<file path="src/mns_song_mem.sv">
// Song entry memory: one write port, one registered read port.
`default_nettype none
module mns_song_mem #(
  parameter int unsigned DEPTH = 256,
  parameter int unsigned AW    = 8
) (
  input  wire logic          clk,
  input  wire logic          wr_en,
  input  wire logic [AW-1:0] wr_addr,
  input  wire logic [15:0]   wr_data,
  input  wire logic          rd_en,
  input  wire logic [AW-1:0] rd_addr,
  output logic      [15:0]   rd_data
);

  logic [15:0] mem [DEPTH];

  always_ff @(posedge clk) begin
    if (wr_en) begin
      mem[wr_addr] <= wr_data;
    end
    if (rd_en) begin
      rd_data <= mem[rd_addr];
    end
  end

endmodule
`default_nettype wire

</file>
<file path="config.mk">
export PLATFORM = sky130hd
export DESIGN_NAME = mns_song_mem
export DESIGN_NICKNAME = d
export VERILOG_FILES = /design/src/mns_song_mem.sv
export SDC_FILE = /design/constraint.sdc
export NUM_CORES = 2
export LEC_CHECK = 0
export BUFFER_PORTS_ARGS = -buffer_cell sky130_fd_sc_hd__buf_2
export CAP_MARGIN = 10
export CORE_MARGIN = 5
export CORE_UTILIZATION = 42
export CTS_BUF_LIST = sky130_fd_sc_hd__clkbuf_16
export DETAILED_ROUTE_END_ITERATION = 16
export REMOVE_ABC_BUFFERS = 1
export SETUP_SLACK_MARGIN = 0.5
export SYNTH_ARGS = -nofsm -noshare
export SYNTH_HDL_FRONTEND = slang
export SYNTH_SLANG_ARGS = --single-unit
</file>
<file path="constraint.sdc">
create_clock -name clk -period 5.49 [get_ports clk]
set_input_delay 0 -clock clk [delete_from_list [all_inputs] [get_ports clk]]
set_output_delay 0 -clock clk [all_outputs]
set_load 0.02 [all_outputs]
</file>
; Yosys cells after proc, flatten, opt, wreduce, memory -nomap -nowiden
; Memory sizes are Yosys's and may differ from the RTL's. A register that Yosys moved wholly into a read port is not among the register bits.
; Cells that the tools add are included.
[totals]
inputBits = 35
n_memories = 1
register_bits = 0
elab_cells = 3
out_inout_bits = 16
ram_bits = 4096
[op_classes]
n_mux = 2
[memory_table]
columns = memory, depth, width, read_ports, rd_ports_with_merged_regs, wr, line
row1 = mem, 256, 16, 1, 1, 1, 16  ; logic [15:0] mem [DEPTH];
[ops]
columns = op, count
row1 = 2-to-1 mux 1 bit, 2

; Logic depth before layout (Yosys ltp)
[depth]
word_depth = 2
depth_mapped = 12
mapped_depth_nobuf = 6

; Least setup slack after synthesis
; OpenSTA, ideal clock, no wires.
[synth_path]
path_type = input-to-reg
from = input rd_addr[0]
to = register rd_data[4] (read register of mem), data pin
setup_ns = 0.265
t_arrival_ns = 1.984
path_buffers = 3
stages = 8
path_slack_ns = 3.241
required_ns = 5.225
cell_sequence = buf_6 > buf_6 > buf_2 > mux4_2 > mux4_2 > a22o_1 > o32ai_2 > nor4_2
[synth_lines]
columns = element, line
row1 = start: declaration, 12  ; input wire logic [AW-1:0] rd_addr,
row2 = end: declaration, 13  ; output logic [15:0] rd_data

==> flow_summary.ini <==
[setup_path]
crit_family = compound AO/OA/AOI/OAI gates
worst_path_max_delay_cell = a221oi_1
worstPathArrival_ps = 4270
cp.required_ps = 6150
cp_max_fo = 1
crit_start = mem[131][8]$_DFFE_PP_
setup.worst_path.class = reg -> reg
end_kind = register
cpPeakStageDelay_ps = 910
path_cells = mux4_2 > mux2_2 > a221oi_1 > o31ai_1 > buf_4 > o32ai_1 > nor4_1
r2r_start = mem[131][8]$_DFFE_PP_
crit_path_start_kind = register
crit_buf_inv = 1

[placement]
routabilityCongestion = 0.8946
portBuffers = 50
dp_slack_ps = 1123
dpl_cell_area_sq_mm = 0.1666
dp.cells = 12350
dpl.hpwl_mm = 251.0

[synth]
avgSynthCellArea_sq_um = 21.59
async_flop_share_pct = 0
ys.flop_type = edfxtp_1
ys_warn_count = 0
synth_commonest_cells = 4,112 x edfxtp_1, 797 x mux4_2, 565 x mux2i_1
synth.most_common_cell = edfxtp_1
synth_area_leader_cell = edfxtp_1
postSynthCellCount = 7360
synth_edf_count = 4112
synthTopCellsByArea = edfxtp_1 78%, mux4_2 11%, mux2i_1 3.6%
ys_seq_area_share_pct = 77.72
synth_top_area_share_pct = 77.72
synth_seq_cells = 4112
netlist_area_sq_mm = 0.1589
yosysUniqueCellTypes = 51

[finish]
instances_no_fill = 13150
nets = 7836
nFillCells = 30470
layout-drive-gt1-share_pct = 24.60
design_area_sq_mm = 0.1802
final_util_pct = 47.92
syn2layout_area_growth_pct = 13.44

[global_route]
grt_pass1_wl_mm = 608.9
grt_start_max_net_pins = 173
grt_pass1_vias = 78410
track_usage_pct = 21.66
antenna_found_initial = 24
overflow = 0

[clocking]
ctsResizeCount = 0
cts.sinks = 4112
clkTransAtPathRegs_ps = 60
clock_latency_ps = 1000
htreeDepth = 5
postCtsSetupRepairBufs = 0
cts_max_path_buffers = 4
cts-root-buf = clkbuf_16
cts_buffers = 416
cts_tree = yes

[timing]
slew_headroom_pct = 16.38
finalMaxSlewViolations = 0
finalHoldViolCount = 0
worst_pin_slew_ps = 1250
tns_ps = 0
layout_setup_ws_ps = 1884
setup_viol = 0
rsz0062_at_grt = false
whs_ps = 82.70
period_needed_ps = 3606
fin_skew_ps = 57.94
timing.final.crit_share_pct = 65.69
fmax_ghz = 0.2773

[routing]
drc = 0
vias = 79200
routed_wl_mm = 430.6
first_pass_iters = 6
vias_per_cell = 6.022
post_drt_wl_per_cell_microns = 32.74
ant_nets = 0
drtIter0Drc = 10220

[floorplan]
row_count = 225
pin_count = 51
coreArea_sq_mm = 0.3761
fp.dieW_microns = 625.0
start_util_pct = 42.24
die_h_microns = 625.0
dieArea_sq_mm = 0.3907

[status]
outcome = complete, no violations

[min_path]
hp-class = in -> reg
min_from = wr_addr[4]

[power]
p_leak_nw = 57.04
p_per_area_mw_per_mm2 = 363.0
power_mw = 65.42
ir_drop_v = 0.0002682

[job]
max_cap_viol_count = 0
## cell type report
cell class	count	area, sq um	share of cell area [%]
sequential	4112	123500	68.51
multi-input combinational	2792	32960	18.29
inverter	4	27.53	0.01527
tap	4994	6248	3.467
clock buffer	418	10460	5.804
clock inverter	349	2799	1.553
timing repair buffer	475	4234	2.349
antenna	8	20.02	0.01111
## worst paths after layout
path	endpoint	slack [ps]	cells after the start
min reg2reg	rd_data[13]$_DFFE_PP_	1200	6
max	rd_data[8]$_DFFE_PP_	1880	7
max reg2reg	rd_data[8]$_DFFE_PP_	1880	7
min	mem[125][12]$_DFFE_PP_	80	4
## sequential cells by signal, indices dropped and copies added, names as in the netlist
signal   count
mem       4096
rd_data     16
## logic make-up after synthesis
logic type             count (synthesis)  synth area share [%]
DFF                                 4112                 77.72
muxes                               1450                 15.48
AOI/OAI and AO/OA                    786                 3.534
and+or+nand+nor                      556                 1.573
buffers and inverters                456                 1.692
## worst reg2reg max path: stages (launching register included)
cell and delay (ps):
edfxtp_1 360, mux4_2 460, mux2_2 270, a221oi_1 910, o31ai_1 440, buf_4 270
o32ai_1 430, nor4_1 170
## report_power, final
group | total, mW | switching, mW | internal (mW) | leakage (nW)
clock network | 27.5 | 12.0 | 15.4 | 6.83
registers | 34.7 | 0.0480 | 34.6 | 37.0
logic | 3.27 | 2.20 | 1.07 | 13.2
total | 65.4 | 14.3 | 51.2 | 57.0
## cell usage in the layout, fill, tap and decap left out, types with 8 or more instances in the layout
master and instances:
edfxtp_1 4112, mux4_2 797, mux2i_1 565, clkbuf_16 418
buf_4 355, o221ai_1 252, nor2_1 245, a21oi_1 175
o22ai_1 148, clkinv_1 92, nor3_1 90, inv_1 90
mux2_2 88, clkinv_2 84, nor2_2 58, a22oi_1 43
buf_12 42, nand2_1 37, o21ai_0 37, bufinv_16 33
a22o_1 32, buf_2 29, a221oi_1 28, dlygate4sd3_1 28
nand4_1 26, nand3_1 26, o32ai_1 19, a211oi_1 18
buf_8 18, nor4_1 17, o31ai_1 16, clkinvlp_4 16
inv_6 12, and3_1 11, nor2b_1 9, nand3_2 9
diode_2 8, clkinv_16 8
## per-layer routing
| metal | wire length (microns) | vias to the layer above | GRT usage [%] |
|---|---|---|---|
| met2 | 203600 | 3694 | 34.01 |
| met3 | 35070 | 667 | 4.025 |
| met1 | 175900 | 42610 | 30.75 |
| met5 | 57 | - | 0 |
| met4 | 16040 | 8 | 7.238 |
| li1 | - | 32220 | - |
## timing repair
item / 4_1_cts / 5_1_grt
setup endpoints to repair: 0 / 0
hold buffers: 28 / 0
endpoints found under the hold margin: 2424 / 0
Note: power is estimated with default switching activity, not from simulation.
