File: config.mk
export PLATFORM = sky130hd
export DESIGN_NAME = mns_divider
export DESIGN_NICKNAME = d
export VERILOG_FILES = /design/src/mns_pkg.sv /design/src/mns_divider.sv
export SDC_FILE = /design/constraint.sdc
export NUM_CORES = 1
export LEC_CHECK = 0
export ABC_CLOCK_PERIOD_IN_PS = 5500
export BUFFER_PORTS_ARGS = -buffer_cell sky130_fd_sc_hd__buf_2
export CAP_MARGIN = 20
export CORE_MARGIN = 2
export CORE_UTILIZATION = 61
export DETAILED_ROUTE_END_ITERATION = 7
export PLACE_DENSITY = 0.86
export REMOVE_ABC_BUFFERS = 1
export SLEW_MARGIN = 20
export SYNTH_ARGS = -nofsm -noshare
export SYNTH_HDL_FRONTEND = slang
export SYNTH_SLANG_ARGS = --single-unit
File: constraint.sdc
create_clock -name clk -period 5.5 [get_ports clk]
set_clock_uncertainty 0.05 [all_clocks]
set_input_delay 0.55 -clock clk [delete_from_list [all_inputs] [get_ports clk]]
set_output_delay 0.55 -clock clk [all_outputs]
set_load 0.05 [all_outputs]
File: src/mns_pkg.sv
// Shared types, codes and the note scale table for the melody note sequencer.
`default_nettype none
package mns_pkg;

  // Item modes
  localparam logic [1:0] MODE_TICK  = 2'd0;
  localparam logic [1:0] MODE_LOAD  = 2'd1;
  localparam logic [1:0] MODE_START = 2'd2;

  // Configuration register indexes
  localparam logic [1:0] CFG_SONG_TIME      = 2'd0;
  localparam logic [1:0] CFG_SONG_ENTRIES   = 2'd1;
  localparam logic [1:0] CFG_PAUSE_CODE     = 2'd2;
  localparam logic [1:0] CFG_SHORT_DURATION = 2'd3;

  localparam int unsigned NUM_W   = 32;  // duration * scale
  localparam int unsigned DEN_W   = 26;  // 1000 * song_time
  localparam int unsigned CNT_W   = 5;   // divider step counter
  localparam int unsigned COUNT_W = 24;  // tick counters

  localparam logic [7:0]  NOTE_COUNT  = 8'd36;
  // Pause: d*7500/t == d*7500000/(1000*t)
  localparam logic [23:0] PAUSE_SCALE = 24'd7500000;

  typedef struct packed {
    logic             start;
    logic [NUM_W-1:0] num;
    logic [DEN_W-1:0] den;
  } div_req_t;

  // 75 * note frequency in centihertz, C4 up to B6
  function automatic logic [23:0] note_scale(input logic [7:0] code);
    logic [23:0] s;
    case (code)
      8'd0:  s = 24'd1962225;
      8'd1:  s = 24'd2078850;
      8'd2:  s = 24'd2202450;
      8'd3:  s = 24'd2333475;
      8'd4:  s = 24'd2472225;
      8'd5:  s = 24'd2619225;
      8'd6:  s = 24'd2774925;
      8'd7:  s = 24'd2940000;
      8'd8:  s = 24'd3114750;
      8'd9:  s = 24'd3300000;
      8'd10: s = 24'd3496200;
      8'd11: s = 24'd3704100;
      8'd12: s = 24'd3924375;
      8'd13: s = 24'd4157775;
      8'd14: s = 24'd4404975;
      8'd15: s = 24'd4666875;
      8'd16: s = 24'd4944375;
      8'd17: s = 24'd5238450;
      8'd18: s = 24'd5549925;
      8'd19: s = 24'd5879925;
      8'd20: s = 24'd6229575;
      8'd21: s = 24'd6600000;
      8'd22: s = 24'd6992475;
      8'd23: s = 24'd7408275;
      8'd24: s = 24'd7848750;
      8'd25: s = 24'd8315475;
      8'd26: s = 24'd8809950;
      8'd27: s = 24'd9333825;
      8'd28: s = 24'd9888825;
      8'd29: s = 24'd10476825;
      8'd30: s = 24'd11099850;
      8'd31: s = 24'd11759850;
      8'd32: s = 24'd12459150;
      8'd33: s = 24'd13200000;
      8'd34: s = 24'd13984950;
      8'd35: s = 24'd14816475;
      default: s = PAUSE_SCALE;
    endcase
    return s;
  endfunction

endpackage
`default_nettype wire

File: src/mns_divider.sv
// Restoring divider, one quotient bit per cycle.
`default_nettype none
module mns_divider import mns_pkg::*; (
  input  wire logic             clk,
  input  wire logic             rst_n,
  input  wire div_req_t         req,
  output logic                  done,
  output logic [NUM_W-1:0]      quot
);

  logic [NUM_W-1:0] num_r;
  logic [DEN_W-1:0] den_r;
  logic [DEN_W-1:0] rem_r;
  logic [CNT_W-1:0] cnt_r;
  logic             busy_r;
  logic             done_r;

  logic [DEN_W:0]   rem_sh;
  logic [DEN_W:0]   rem_dif;
  logic             ge;
  logic [DEN_W-1:0] rem_nxt;

  assign rem_sh  = {rem_r, num_r[NUM_W-1]};
  assign ge      = rem_sh >= {1'b0, den_r};
  assign rem_dif = rem_sh - {1'b0, den_r};
  // remainder stays below den, so the top bit drops out
  assign rem_nxt = ge ? rem_dif[DEN_W-1:0] : rem_sh[DEN_W-1:0];

  always_ff @(posedge clk) begin
    if (!rst_n) begin
      busy_r <= 1'b0;
      cnt_r  <= '0;
      done_r <= 1'b0;
    end else begin
      done_r <= 1'b0;
      if (req.start) begin
        busy_r <= 1'b1;
        cnt_r  <= '0;
      end else if (busy_r) begin
        cnt_r <= cnt_r + 1'b1;
        if (cnt_r == CNT_W'(NUM_W - 1)) begin
          busy_r <= 1'b0;
          done_r <= 1'b1;
        end
      end
    end
  end

  always_ff @(posedge clk) begin
    if (req.start) begin
      num_r <= req.num;
      den_r <= req.den;
      rem_r <= '0;
    end else if (busy_r) begin
      num_r <= {num_r[NUM_W-2:0], ge};
      rem_r <= rem_nxt;
    end
  end

  assign done = done_r;
  assign quot = num_r;

endmodule
`default_nettype wire
* Yosys cells after proc, flatten, opt, wreduce, memory -nomap -nowiden
Cells that the tools add are included.
** Storage, ports and cells
- Flip-flop bits (word level) :: 91
- Latch bits :: 0
- Bits in writable memories :: 0
- Bits in read-only memories :: 0
- Input port bits :: 61
- Output and inout bits :: 33
- Word-level logic and storage cells :: 22
- Memories kept :: 0
** Cells by class
- Add/subtract/negate cells :: 2
- $mul :: 0
- Div/mod/pow operators :: 0
- Order comparisons :: 1
- Equality and inequality tests :: 1
- Shift-type cells :: 0
- Mux-type cells :: 7
- Bitwise gates (word level) :: 2
- Reductions and logical operators :: 3
** Operator list (count)
- 32-bit two-way mux :: 2
- 27-bit by 26-bit greater-or-equal comparator with 1-bit output :: 1
- 26-bit two-way mux :: 1
- 26-bit subtractor :: 1
- 5-bit by 1-bit adder with 5-bit output, second input constant :: 1
- 5-bit == test, second input constant :: 1
- 1-bit two-way mux :: 4
- 3-bit OR reduction :: 1
- 1-bit inverter :: 2
- 2-bit nonzero test :: 1
- 2-bit OR reduction :: 1

* Longest topological paths before layout
Gate-level depths: netlist (run 1).
- Word-level depth :: 4
- Mapped depth :: 12
- Depth with buffers taken out :: 11

* Worst setup path after synthesis (run 1)
Ideal clock, no wire load.
- Path type :: register to register
- Start :: register num_r[31] (netlist: quot[31])
- End :: register rem_r[11]
- Setup time :: 0.091 ns
- Arrival :: 2.536 ns
- Data required time :: 5.359 ns
- Path slack :: 2.823 ns
- Stages on the path, launching flop included :: 11
- Path buffers :: 1
- Clock period less this slack :: 2.677 ns
- Cell sequence :: edfxtp_1 > inv_1 > ha_1 > nor2b_1 > o2111ai_1 > a21boi_4 > o2111ai_4 > a21o_1 > buf_6 > a211o_1 > a311oi_1
** On the way
- Cells in the longest elaborated chain, start to end :: 2
- Elaborated cells between the ends (all ways) :: 3
- Those cells by class :: add/sub: 1; order compare: 1; mux: 1
** Ends and longest elaborated chain
- start, declared :: line mns_divider.sv:11 : logic [NUM_W-1:0] num_r;
- start signal, assigned :: line mns_divider.sv:51 : num_r <= req.num;
- start signal, assigned :: line mns_divider.sv:55 : num_r <= {num_r[NUM_W-2:0], ge};
- 26-bit subtractor / 27-bit by 26-bit greater-or-equal comparator with 1-bit output (equally long branches) :: line mns_divider.sv:25, mns_divider.sv:24
- 26-bit two-way mux (*) :: line mns_divider.sv:27 : assign rem_nxt = ge ? rem_dif[DEN_W-1:0] : rem_sh[DEN_W-1:0];
- end signal, assigned :: line mns_divider.sv:56 : rem_r <= rem_nxt;
- end, declared :: line mns_divider.sv:13 : logic [DEN_W-1:0] rem_r;
Every way passes the cells marked *; elsewhere a longest branch is shown, timed or not.
A chain may end at the register's enable or synchronous reset.

* Worst setup path in the final report (run 1)
- Start :: register den_r[14]
- End :: register num_r[0] (netlist: quot[0]), data pin
** On the way
- Cells in the longest elaborated chain, start to end :: 3
** Ends and longest elaborated chain
- start, declared :: line mns_divider.sv:12 : logic [DEN_W-1:0] den_r;
- start signal, assigned :: line mns_divider.sv:52 : den_r <= req.den;
- 27-bit by 26-bit greater-or-equal comparator with 1-bit output :: line mns_divider.sv:24 : assign ge = rem_sh >= {1'b0, den_r};
- 32-bit two-way mux :: line mns_divider.sv:54 : end else if (busy_r) begin
- 32-bit two-way mux :: line mns_divider.sv:50 : if (req.start) begin
No other way between the ends. The select of a mux whose other input is x is not followed.

==> metrics.yaml, run 1 <==
run_status:
  status: "complete, no violations"
yosys:
  synthCells: 526
  synth_edf_count: 58
  synthArstFlopShare_pct: 0
  ys_ff_latch: 91
  avgSynthCellArea_sq_um: 10.2
  ys_seq_area_share_pct: 44.8
  synth_cell_type_count: 65
  syn_area_sq_mm: 0.00537
  ys.flop_type: "edfxtp_1"
  yosysWarnings: 0
global_routing:
  grt_pass1_vias: 4511
  grt_max_degree: 48
  antenna_found_initial: 0
  grt_overflow: 0
  grt_usage_pct: 29.0
  grt_pass1_wl_mm: 22.2
setup_path:
  slowest_stage: "a21o_1"
  crit_buf_inv: 1
  cp.required_ns: 5.58
  critPathKind: "reg2reg"
  reg2reg_setup_slack_ns: 2.06
  end_kind: "flip-flop"
  cpLargestDelayFamily: "compound AO/OA/AOI/OAI gates"
  r2r-start: "den_r[14]"
  cp.arrival_ns: 3.52
  crit_path_cell_trace: "inv_1 -> ha_1 -> a21oi_1 -> o21ai_1 -> a211o_1 -> a21oi_1 -> a21o_1 -> nand2_1 -> mux2_2"
  max_stage_delay_ns: 0.67
  cp_common_cell: "a21oi_1"
  cp_max_fo: 20
  crit_path_start: "den_r[14]"
  startpoint_type: "flip-flop"
sta:
  hold_violations: 0
  fmax_mhz: 290
  min_period_ns: 3.44
  worst_pin_slew_ns: 1.10
  rsz0062_at_grt: "no"
  finalSetupViolCount: 0
  slew_viol_final: 0
  period_share_pct: 62.6
  relSlewSlack_pct: 26.1
  tns_ns: 0
  hold_slack_ns: 0.292
detailed_routing:
  vias: 4626
  drc: 0
  drt-wirelength-per-cell_um: 19.1
  dr.pass1.iters: 5
  drtAntennaViolNets: 0
  totalWireLength_mm: 13.7
  drtIter0Drc: 365
  vias_per_cell: 6.43
place:
  postPlaceCellArea_sq_mm: 0.00590
  gp_congestion: 0.970
  port_buffers: 93
  dpl.hpwl_mm: 9.70
pwr:
  vdd_ir_drop_max_v: 0.000197
  p_clk_share_pct: 26.8
  power_switching_uw: 600
  power_frac_comb_pct: 25.9
  p_int_mw: 1.12
  leakage_nw: 2.52
  sw_frac_of_total_pct: 34.8
  seqPwrFrac_pct: 47.4
  powerDensity_mw_per_mm2: 283
flow_run:
  maxCapViolations: 0
cells_and_area:
  drive_gt1_share_pct: 26.0
  num-fill-cells: 605
  area_growth_pct: 13.7
  antenna_cells: 0
  nets: 696
  design_area_sq_mm: 0.00610
hold_path:
  hold_class: "in2reg"
  worstHoldStart: "req[3]"
die:
  fp.coreArea_sq_mm: 0.00864
  die_w_um: 97.8
  die_height_um: 97.8
  rows: 34
  start_util_pct: 62.1
  die_area_sq_mm: 0.00956
  io_pins: 94
clock_network:
  cts_setup_buffers: 0
  numCtsBuffers: 9
  cts_tree: "built"
  postCtsHoldBufs: 0
  cts_buffer_depth: 2
  ctsResizeCount: 0
  cts_max_level: 3
  path_clk_slew_ns: 0.11
  clock_sinks: 91
  clockRootBuffer: "clkbuf_8"
  clk_latency_ns: 0.37
metal layers:
metal / vias to the layer above / global-route usage, % / wire, um
li1: 2149 / - / -
met1: 2184 / 38.6 / 5650
met2: 256 / 47.5 / 6470
met3: 37 / 6.73 / 1240
met4: 0 / 9.51 / 337
met5: - / 0 / 0
logic make-up (layout without fill, tap and decap cells):
| kind of cell | Yosys count | count (layout) | synth area share (%) |
|---|---|---|---|
| XOR/XNOR | 17 | 17 | 2.78 |
| AO/OA/AOI/OAI | 146 | 146 | 20.1 |
| multiplexers | 36 | 36 | 7.46 |
| adder cells (fa/ha/maj) | 29 | 29 | 6.90 |
| AND/OR/NAND/NOR | 142 | 142 | 13.1 |
| flip-flops | 91 | 91 | 44.8 |
| buffers and inverters | 65 | 150 | 4.87 |
power groups by stage:
stage	Clock, mW	Combinational (mW)	Sequential [mW]
final	0.461	0.446	0.816
after global routing	0.494	0.479	0.822
after CTS	0.466	0.440	0.816
after detailed placement	0	0.437	0.830
after global placement	0	0.425	0.828
after floorplan	0	0.228	0.913
layout by cell type, fill, tap and decap left out, types with 12 or more instances in the layout:
cell type	synthesis	final
mux2_2	32	32
nor2_1	37	37
inv_1	36	36
edfxtp_1	58	58
nand2_1	34	34
nor3_1	12	12
o21ai_0	22	22
buf_2	7	93
a21oi_1	29	29
ha_1	28	28
dfxtp_1	33	33
registers in the layout, summed over array words and instances, names as in the netlist:
signal / flops
quot: 32
den_r: 26
rem_r: 26
cnt_r: 5
busy_r: 1
done: 1
stage by stage:
step / util [%] / instances / setup WS (ns) / total power [mW]
2_1_floorplan: - / 497 / 1.98 / 1.14
3_3_place_gp: 68.0 / 702 / 2.24 / 1.25
3_5_place_dp: 68.3 / 703 / 2.13 / 1.27
4_1_cts: 70.7 / 719 / 2.11 / 1.72
5_1_grt: 70.7 / 719 / 1.87 / 1.80
6_report: 70.7 / 719 / 2.06 / 1.72
path summary, 6_finish.rpt:
path	depth (start not counted)	end
worst max register to register	9	quot[0]
worst min register to register	2	rem_r[2]
worst min-delay path	1	den_r[3]
worst max-delay path	9	quot[0]
cell usage after synthesis, types with 5 or more instances:
cell type	number	area, sq um
inv_1	36	135
a311oi_1	7	61.3
o41ai_1	7	61.3
o211ai_1	7	52.6
nand4_1	11	68.8
buf_2	7	35.0
and3_1	5	31.3
nor2_1	37	139
ha_1	28	350
xor2_1	9	78.8
edfxtp_1	58	1740
a21oi_1	29	145
xnor2_1	8	70.1
nand3_1	10	50.1
o21a_1	7	52.6
nand2b_1	5	31.3
a21o_1	6	45.0
clkbuf_1	18	67.6
nor3_1	12	60.1
mux2_2	32	360
o21ai_0	22	110
dfxtp_1	33	661
a211oi_1	11	82.6
a211o_1	6	52.6
nand2_1	34	128
area by class of cell:
class                           count  area (sq um)  area share, %
Tap cell                          108           135           2.21
Timing Repair Buffer               98           523           8.57
Multi-Input combinational cell    370          2700           44.3
Sequential cell                    91          2400           39.4
Clock buffer                        9           124           2.03
Clock inverter                      7          81.3           1.33
Inverter                           36           135           2.21
Power figures use the tool's default switching activity.
==> run 2, diff against run 1 <==
--- a/config.mk
+++ b/config.mk
@@ -5,13 +5,13 @@
 export SDC_FILE = /design/constraint.sdc
 export NUM_CORES = 1
 export LEC_CHECK = 0
-export ABC_CLOCK_PERIOD_IN_PS = 5500
+export ABC_CLOCK_PERIOD_IN_PS = 3500
 export BUFFER_PORTS_ARGS = -buffer_cell sky130_fd_sc_hd__buf_2
 export CAP_MARGIN = 20
 export CORE_MARGIN = 2
-export CORE_UTILIZATION = 61
+export CORE_UTILIZATION = 57
 export DETAILED_ROUTE_END_ITERATION = 7
-export PLACE_DENSITY = 0.86
+export PLACE_DENSITY = 0.81
 export REMOVE_ABC_BUFFERS = 1
 export SLEW_MARGIN = 20
 export SYNTH_ARGS = -nofsm -noshare
==> constraint.sdc (replaced) <==
create_clock -name clk -period 3.5 [get_ports clk]
set_clock_uncertainty 0.05 [all_clocks]
set_input_delay 0.35 -clock clk [delete_from_list [all_inputs] [get_ports clk]]
set_output_delay 0.35 -clock clk [all_outputs]
set_load 0.05 [all_outputs]
==> run 2 against run 1 <==
Compared with the run above: non-clock buffer count grew 5; total power grew 56%; critical path depth is the same; final area grew 0.12%; die area grew 6.7%; critical path type unchanged; flip-flop and latch count is the same; largest cell class unchanged; wire length shrank 3.6%; maximum frequency grew 9.7%.
==> metrics.yaml, run 2 (synthesis results as in run 1) <==
run_status:
  status: "complete, no violations"
global_routing:
  grt_pass1_wl_mm: 21.4
  grt_max_degree: 33
  antenna_found_initial: 0
  grt_usage_pct: 26.7
  grt_pass1_vias: 4442
  grt_overflow: 0
setup_path:
  reg2reg_setup_slack_ns: 0.36
  cp.arrival_ns: 3.32
  end_kind: "flip-flop"
  cp.required_ns: 3.69
  startpoint_type: "flip-flop"
  critPathKind: "reg2reg"
  cp_max_fo: 16
hold_path:
  hold_class: "in2reg"
pwr:
  powerDensity_mw_per_mm2: 439
  leakage_nw: 2.53
  vdd_ir_drop_max_v: 0.000324
die:
  die_area_sq_mm: 0.0102
  rows: 35
  die_w_um: 101
  io_pins: 94
  fp.coreArea_sq_mm: 0.00920
  die_height_um: 101
  start_util_pct: 58.3
clock_network:
  cts_tree: "built"
  cts_setup_buffers: 0
  clk_latency_ns: 0.38
  postCtsHoldBufs: 0
  path_clk_slew_ns: 0.11
  numCtsBuffers: 9
  clockRootBuffer: "clkbuf_8"
  ctsResizeCount: 0
  cts_max_level: 3
  cts_buffer_depth: 2
  clock_sinks: 91
sta:
  worst_pin_slew_ns: 0.992
  slew_viol_final: 0
  hold_violations: 0
  fin_ws_ns: 0.362
  min_period_ns: 3.14
  rsz0062_at_grt: "no"
  fmax_mhz: 319
  finalSetupViolCount: 0
  period_share_pct: 89.6
  relSlewSlack_pct: 33.6
place:
  dpl.hpwl_mm: 9.69
  gp_congestion: 1.02
  port_buffers: 93
  place_ws_ns: 0.417
  postPlaceCellArea_sq_mm: 0.00592
detailed_routing:
  dr.pass1.iters: 6
  vias_per_cell: 6.23
  drtAntennaViolNets: 0
  drtIter0Drc: 222
  drt-wirelength-per-cell_um: 18.2
  totalWireLength_mm: 13.2
  drc: 0
  vias: 4526
cells_and_area:
  design_area_sq_mm: 0.00611
  antenna_cells: 0
  nets: 701
  largest_register_ffs: 32
  final_common_cell: "buf_2"
  drive_gt1_share_pct: 26.6
  final_cell_mix: "buf_2, edfxtp_1, nor2_1"
  area_growth_pct: 13.9
flow_run:
  maxCapViolations: 0
## run 2: cell types whose count changed in the layout (fill, tap and decap cells not counted), sizes merged
cell | before | now
buf | 98 | 103
inv | 38 | 40
clkinv | 5 | 2
clkinvlp | 0 | 1
## run 2: per-stage QoR
step	total power, mW	std cells	setup TNS (ns)	hold slack (ns)	util, %
global route	2.80	727	0	0.0802	66.4
floorplan	1.79	497	-0.0223	0.369	-
finish	2.68	727	0	0.0861	66.4
global placement	1.98	711	0	0.418	64.4
CTS	2.68	727	0	0.0841	66.4
detailed placement	1.99	711	0	0.429	64.4
## run 2: area by class of cell
class                      instances  area, sq um
fill                             736         3090
multi-input combinational        370         2700
sequential                        91         2400
timing repair buffer             103          541
tap                              111          139
inverter                          36          135
clock buffer                       9          124
clock inverter                     7         67.6
## run 2: critical path, cell delays in order (launching register included)
cell	delay, ns
edfxtp_1	0.33
inv_1	0.04
ha_1	0.36
and3_2	0.26
and4_1	0.25
a41oi_1	0.19
o21ai_0	0.16
a211o_1	0.56
o21ai_0	0.60
o221ai_1	0.21
## run 2: worst paths after layout
| path | start | cells past startpoint | end |
|---|---|---|---|
| setup / recovery | den_r[7] | 9 | rem_r[21] |
| hold reg to reg | rem_r[2] | 2 | rem_r[2] |
| setup reg to reg | den_r[7] | 9 | rem_r[21] |
| hold / removal | req[17] | 1 | den_r[17] |
## run 2: power breakdown
| part | switching, mW | internal (mW) | leakage [nW] |
|---|---|---|---|
| clock network | 0.431 | 0.276 | 0.0954 |
| registers | 0.0452 | 1.24 | 0.846 |
| logic | 0.451 | 0.245 | 1.59 |
## run 2: layer usage
layer  vias up  track usage, %  share of wire, %
met5         -               0                 0
met4         0            10.7               2.8
met3        33            5.62               8.0
met2       206            42.5                45
met1      2134            35.8                44
li1       2153               -                 -
